`config.mk`:
```
export PLATFORM = sky130hd
export DESIGN_NAME = askg_sqrt
export DESIGN_NICKNAME = d
export VERILOG_FILES = /design/src/design/askg_pkg.sv /design/src/design/askg_sqrt.sv
export SDC_FILE = /design/constraint.sdc
export NUM_CORES = 2
export LEC_CHECK = 0
export BUFFER_PORTS_ARGS = -buffer_cell sky130_fd_sc_hd__buf_2
export CORE_UTILIZATION = 58
export DETAILED_ROUTE_END_ITERATION = 10
export GPL_TIMING_DRIVEN = 0
export PLACE_DENSITY = 0.86
export SLEW_MARGIN = 0
export SYNTH_ARGS = -nofsm -noshare
export SYNTH_HDL_FRONTEND = slang
export SYNTH_SLANG_ARGS = --single-unit
```
`constraint.sdc`:
```
create_clock -name clk -period 4.7 [get_ports clk]
set_clock_uncertainty 0.15 [all_clocks]
set_input_delay 0.705 -clock clk [delete_from_list [all_inputs] [get_ports clk]]
set_output_delay 0.705 -clock clk [all_outputs]
set_load 0.05 [all_outputs]
```
`src/design/askg_pkg.sv`:
```
// Shared types, widths and constants for the angular-spectrum kernel generator.
// Used by every module of the block; depends on nothing.
package askg_pkg;

  localparam int unsigned MAX_DIM = 4096;

  localparam int IDX_W  = 12;
  localparam int DIM_W  = 13;
  localparam int CIDX_W = 14;
  localparam int SQ_W   = 27;
  localparam int STEP_W = 32;
  localparam int TZ_W   = 48;
  localparam int RAD_W  = 33;
  localparam int ROOT_W = 25;
  localparam int PH_W   = 32;
  localparam int ANG_W  = 30;
  localparam int MAG_W  = 16;
  localparam int DIV_W  = 6;
  localparam int RCP_W  = 32;

  localparam int CFG_ADDR_W = 3;
  localparam int CFG_DATA_W = 48;

  localparam int HSTEPS   = 3;
  localparam int LANE_LAT = 3 * HSTEPS + 2;

  localparam logic [ANG_W:0] Q30_ONE     = 31'h4000_0000;
  localparam logic [ANG_W-1:0] EIGHTH    = 30'h2000_0000;
  localparam logic [31:0]    TWO_PI_FRAC = 32'd2451551556;

  typedef enum logic [CFG_ADDR_W-1:0] {
    REG_COLS,
    REG_ROWS,
    REG_FX,
    REG_FY,
    REG_TZ
  } cfg_reg_t;

  typedef enum logic {
    LANE_SIN,
    LANE_COS
  } lane_t;

  typedef enum logic [1:0] {
    QUAD_0,
    QUAD_1,
    QUAD_2,
    QUAD_3
  } quad_t;

  typedef struct packed {
    logic  valid;
    logic  evan;
    quad_t quad;
    logic  swap;
  } side_t;

  function automatic logic [DIV_W-1:0] horner_div(lane_t kind, logic [1:0] j);
    logic [DIV_W-1:0] d;
    d = 6'd1;
    case ({kind, j})
      {LANE_SIN, 2'd0}: d = 6'd42;
      {LANE_SIN, 2'd1}: d = 6'd20;
      {LANE_SIN, 2'd2}: d = 6'd6;
      {LANE_COS, 2'd0}: d = 6'd56;
      {LANE_COS, 2'd1}: d = 6'd30;
      {LANE_COS, 2'd2}: d = 6'd12;
      default:          d = 6'd1;
    endcase
    return d;
  endfunction

  // Reciprocals are floor(2^32 / d); the quotient estimate is low by at most one.
  function automatic logic [RCP_W-1:0] horner_recip(lane_t kind, logic [1:0] j);
    logic [RCP_W-1:0] m;
    m = 32'hFFFF_FFFF;
    case ({kind, j})
      {LANE_SIN, 2'd0}: m = 32'd102261126;
      {LANE_SIN, 2'd1}: m = 32'd214748364;
      {LANE_SIN, 2'd2}: m = 32'd715827882;
      {LANE_COS, 2'd0}: m = 32'd76695844;
      {LANE_COS, 2'd1}: m = 32'd143165576;
      {LANE_COS, 2'd2}: m = 32'd357913941;
      default:          m = 32'hFFFF_FFFF;
    endcase
    return m;
  endfunction

endpackage

```
`src/design/askg_sqrt.sv`:
```
// Pipelined digit-by-digit integer square root, one result bit per stage.
// Computes floor(sqrt(rad * 2^16)); depends on askg_pkg.
module askg_sqrt import askg_pkg::*; (
  input  logic              clk,
  input  logic              rst_n,
  input  logic              en,
  input  side_t             in_side,
  input  logic [RAD_W-1:0]  rad,
  output side_t             side,
  output logic [ROOT_W-1:0] root
);

  localparam int STEPS = ROOT_W;
  localparam int REM_W = 50;

  logic [REM_W-1:0]  rem_w [STEPS];
  logic [ROOT_W-1:0] res_w [STEPS];
  side_t             sd_w  [STEPS];
  logic [REM_W-1:0]  rem_r [STEPS];
  logic [ROOT_W-1:0] res_r [STEPS];
  side_t             sd_r  [STEPS];

  for (genvar k = 0; k < STEPS; k++) begin : g_step
    localparam int SH = STEPS - 1 - k;
    logic [REM_W-1:0] delta;

    if (k == 0) begin : g_first
      assign rem_w[k] = {1'b0, rad, 16'b0};
      assign res_w[k] = '0;
      assign sd_w[k]  = in_side;
    end else begin : g_next
      assign rem_w[k] = rem_r[k-1];
      assign res_w[k] = res_r[k-1];
      assign sd_w[k]  = sd_r[k-1];
    end

    assign delta = (REM_W'(res_w[k]) << (SH + 1)) | (REM_W'(1) << (2 * SH));

    always_ff @(posedge clk) begin
      if (!rst_n) begin
        sd_r[k] <= '0;
      end else if (en) begin
        sd_r[k] <= sd_w[k];
      end
    end

    always_ff @(posedge clk) begin
      if (en) begin
        if (rem_w[k] >= delta) begin
          rem_r[k] <= rem_w[k] - delta;
          res_r[k] <= res_w[k] | (ROOT_W'(1) << SH);
        end else begin
          rem_r[k] <= rem_w[k];
          res_r[k] <= res_w[k];
        end
      end
    end
  end

  assign side = sd_r[STEPS-1];
  assign root = res_r[STEPS-1];

endmodule

```
==> flow_metrics.py <==
metrics = {
    "hold_path": {
        "hold_end": "sd_r[0][1]",
        "min_from": "in_side[1]",
        "min_path_type": "primary input to flip-flop",
        "holdPathStages": 2,
    },
    "clock_network": {
        "cts.sinks": 1315,
        "numCtsBuffers": 137,
        "postCtsSetupRepairBufs": 0,
        "cts_max_level": 4,
        "cts_buffer_depth": 3,
        "clock_latency_ps": 770,
        "root_buffer": "clkbuf_16",
        "cts_tree": "done",
        "path_clk_slew_ps": 60,
    },
    "sta": {
        "drv_slew": 0,
        "finalHoldViolCount": 0,
        "period_share_pct": 97.1,
        "worst_pin_slew_ps": 1290,
        "setup_viol": 0,
        "period_minus_slack_ps": 4560,
        "rsz0062_at_grt": "false",
        "clock.fmax_mhz": 219,
        "slew_headroom_pct": 14.0,
    },
    "pwr": {
        "p_leak_nw": 28.1,
        "ir_worst_vdd_uv": 484,
        "p_per_area_nw_per_um2": 454,
        "power.total_mw": 32.8,
    },
    "place": {
        "io_buffers": 69,
        "place.gp.congestion": 0.964,
        "placed_area_um2": 67500,
        "hpwlAfterDp_mm": 97.2,
        "dp_cells": 6894,
    },
    "detailed_routing": {
        "dr_total_vias": 42600,
        "via_per_inst": 5.93,
        "avgRoutedWirePerCell_um": 19.1,
        "ant_nets": 0,
        "drc": 0,
        "dr.pass1.iters": 7,
        "drtIter0Drc": 3966,
        "drt-total-wl_mm": 137,
    },
    "global_routing": {
        "gr-usage-all-layers_pct": 24.3,
        "grt_pass1_wl_mm": 217,
        "antenna_found_initial": 4,
        "gr-total-overflow": 0,
        "first_global_vias": 42600,
        "grt_max_degree": 77,
    },
    "floorplanning": {
        "io_pins": 71,
        "core_um2": 111000,
        "dieArea_um2": 113000,
        "chipWidth_um": 337,
        "die_y_um": 337,
        "initial_core_util_pct": 58.6,
        "rows": 122,
    },
    "synth": {
        "synth_edf_count": 1315,
        "yosys.area.top_type": "edfxtp_1",
        "syn_inst": 5321,
        "syn_area_um2": 64900,
        "yosysTopAreaCellShare_pct": 60.8,
        "avgSynthCellArea_um2": 12.2,
        "synth_cell_types": 82,
        "yosysSeqAreaShare_pct": 60.8,
        "yosys_warnings": 0,
        "ys_ff_latch": 1315,
        "synth_nets": 5700,
        "ys.flop_type": "edfxtp_1",
        "ys_async_sr_fraction_pct": 0,
        "synthTopCellsByArea": "edfxtp_1 (61%), ha_1 (6.4%), xnor2_1 (3.6%)",
    },
    "setup_path": {
        "path_max_fanout": 10,
        "endpoint_kind": "flip-flop",
        "cp_data_required_time_ps": 5010,
        "regToRegSetupSlack_ps": 140,
        "arrival_ps": 4870,
        "r2r-start": "rem_r[2][304]",
        "r2r_cells": 11,
        "startpoint_type": "primary input",
        "r2r_end": "rem_r[2][396]",
        "critPathKind": "primary input to flip-flop",
    },
    "layout": {
        "n_fill_cell": 7581,
        "layout_common_cells": "edfxtp_1 (1315), nand2_1 (452), inv_1 (410)",
        "design_area_um2": 72300,
        "syn_to_final_growth_pct": 11.4,
        "fin_nets": 5956,
        "fin_cells": 7177,
        "drive_above_1_share_pct": 7.09,
        "mostFrequentLayoutCell": "edfxtp_1",
    },
    "run": {
        "max_cap_violations": 0,
    },
    "run_status": {
        "status": "complete, no violations",
    },
}
[cells in the mapped netlist (23+ instances only)]
master	n
edfxtp_1	1315
mux2_2	24
or3_1	62
o21bai_1	23
nor4_1	116
nand3b_1	23
nor2_1	234
clkbuf_1	113
nand3_1	84
a211oi_1	35
nor3_1	150
nand4_1	62
xor2_1	233
o31ai_1	29
o21a_1	53
a21o_1	128
nand2b_1	74
xnor2_1	264
o21ai_0	364
nor2b_1	38
ha_1	331
nor4b_1	23
and3_1	162
nand2_1	452
inv_1	410
a21oi_1	230
[metrics by stage]
step	worst slack [ps]	TNS (ps)	util (%)	hold WS (ps)
5_1_grt	38.3	0	65.2	111
6_report	136	0	65.2	117
4_1_cts	91.8	0	65.2	73.6
3_3_place_gp	-2160	-2098570	60.6	275
3_5_place_dp	-749	-156190	60.9	281
2_1_floorplan	658	0	-	267
[state kept, by name, summed over array words and instances, names as in the netlist]
signal,cells
rem_r,865
sd_r,125
res_r,325
[worst max-delay path, cell delays in order]
cell	delay, ps
buf_2	230
clkbuf_2	620
clkbuf_1	1010
clkdlybuf4s15_1	1090
o2111ai_1	750
nor2_1	290
a21oi_1	110
[worst max path at each step]
stage,start,endpoint,slack [ps],cells after the start
after floorplan,en,rem_r[2][353],660,4
after global placement,en,rem_r[2][390],-2160,5
after detailed placement,en,rem_r[0][145],-750,7
after CTS,en,rem_r[0][145],90,7
after global routing,rem_r[2][304],rem_r[2][386],40,11
final,en,rem_r[0][145],140,7
[layer usage]
layer / vias to the layer above / part of all wire [%] / GRT usage (%)
met2: 1797 / 51 / 43.7
met3: 397 / 7.4 / 4.77
met5: - / 0.0080 / 0
li1: 20200 / - / -
met1: 20200 / 38 / 28.0
met4: 2 / 4.2 / 10.8
[report_power, final]
group	switching [mW]	internal [mW]
clock	4.56	6.24
combinational	3.55	2.55
sequential	1.10	14.8
[repair_timing]
item	4_1_cts	5_1_grt
hold endpoints to repair	32	0
gates resized for setup	0	2
setup endpoints to repair	0	1
hold buffers	32	0
[cell families (layout without fill, tap and decap cells)]
kind of cell               Yosys count  after routing  synth area share (%)
other                                0              2                     0
adders and majority gates          338            338                  6.60
muxes                               33             33                 0.555
and+or+nand+nor                   1584           1584                  12.5
AOI/OAI and AO/OA                 1006           1006                  9.51
buffers and inverters              548            914                  3.26
DFF                               1315           1315                  60.8
xor gates and xnor gates           497            497                  6.71
[area by class of cell]
| type | count | area, um^2 | area share (%) |
|---|---|---|---|
| diodes | 2 | 5.00 | 0.00692 |
| inverters | 410 | 1540 | 2.13 |
| repair buffers | 117 | 993 | 1.37 |
| clock inverters | 83 | 936 | 1.29 |
| plain buffers | 138 | 621 | 0.858 |
| multi-input cells | 3458 | 23300 | 32.2 |
| well taps | 1488 | 1860 | 2.57 |
| clock buffers | 166 | 3560 | 4.92 |
| flip-flops and latches | 1315 | 39500 | 54.6 |
(Power assumes the default switching activity.)
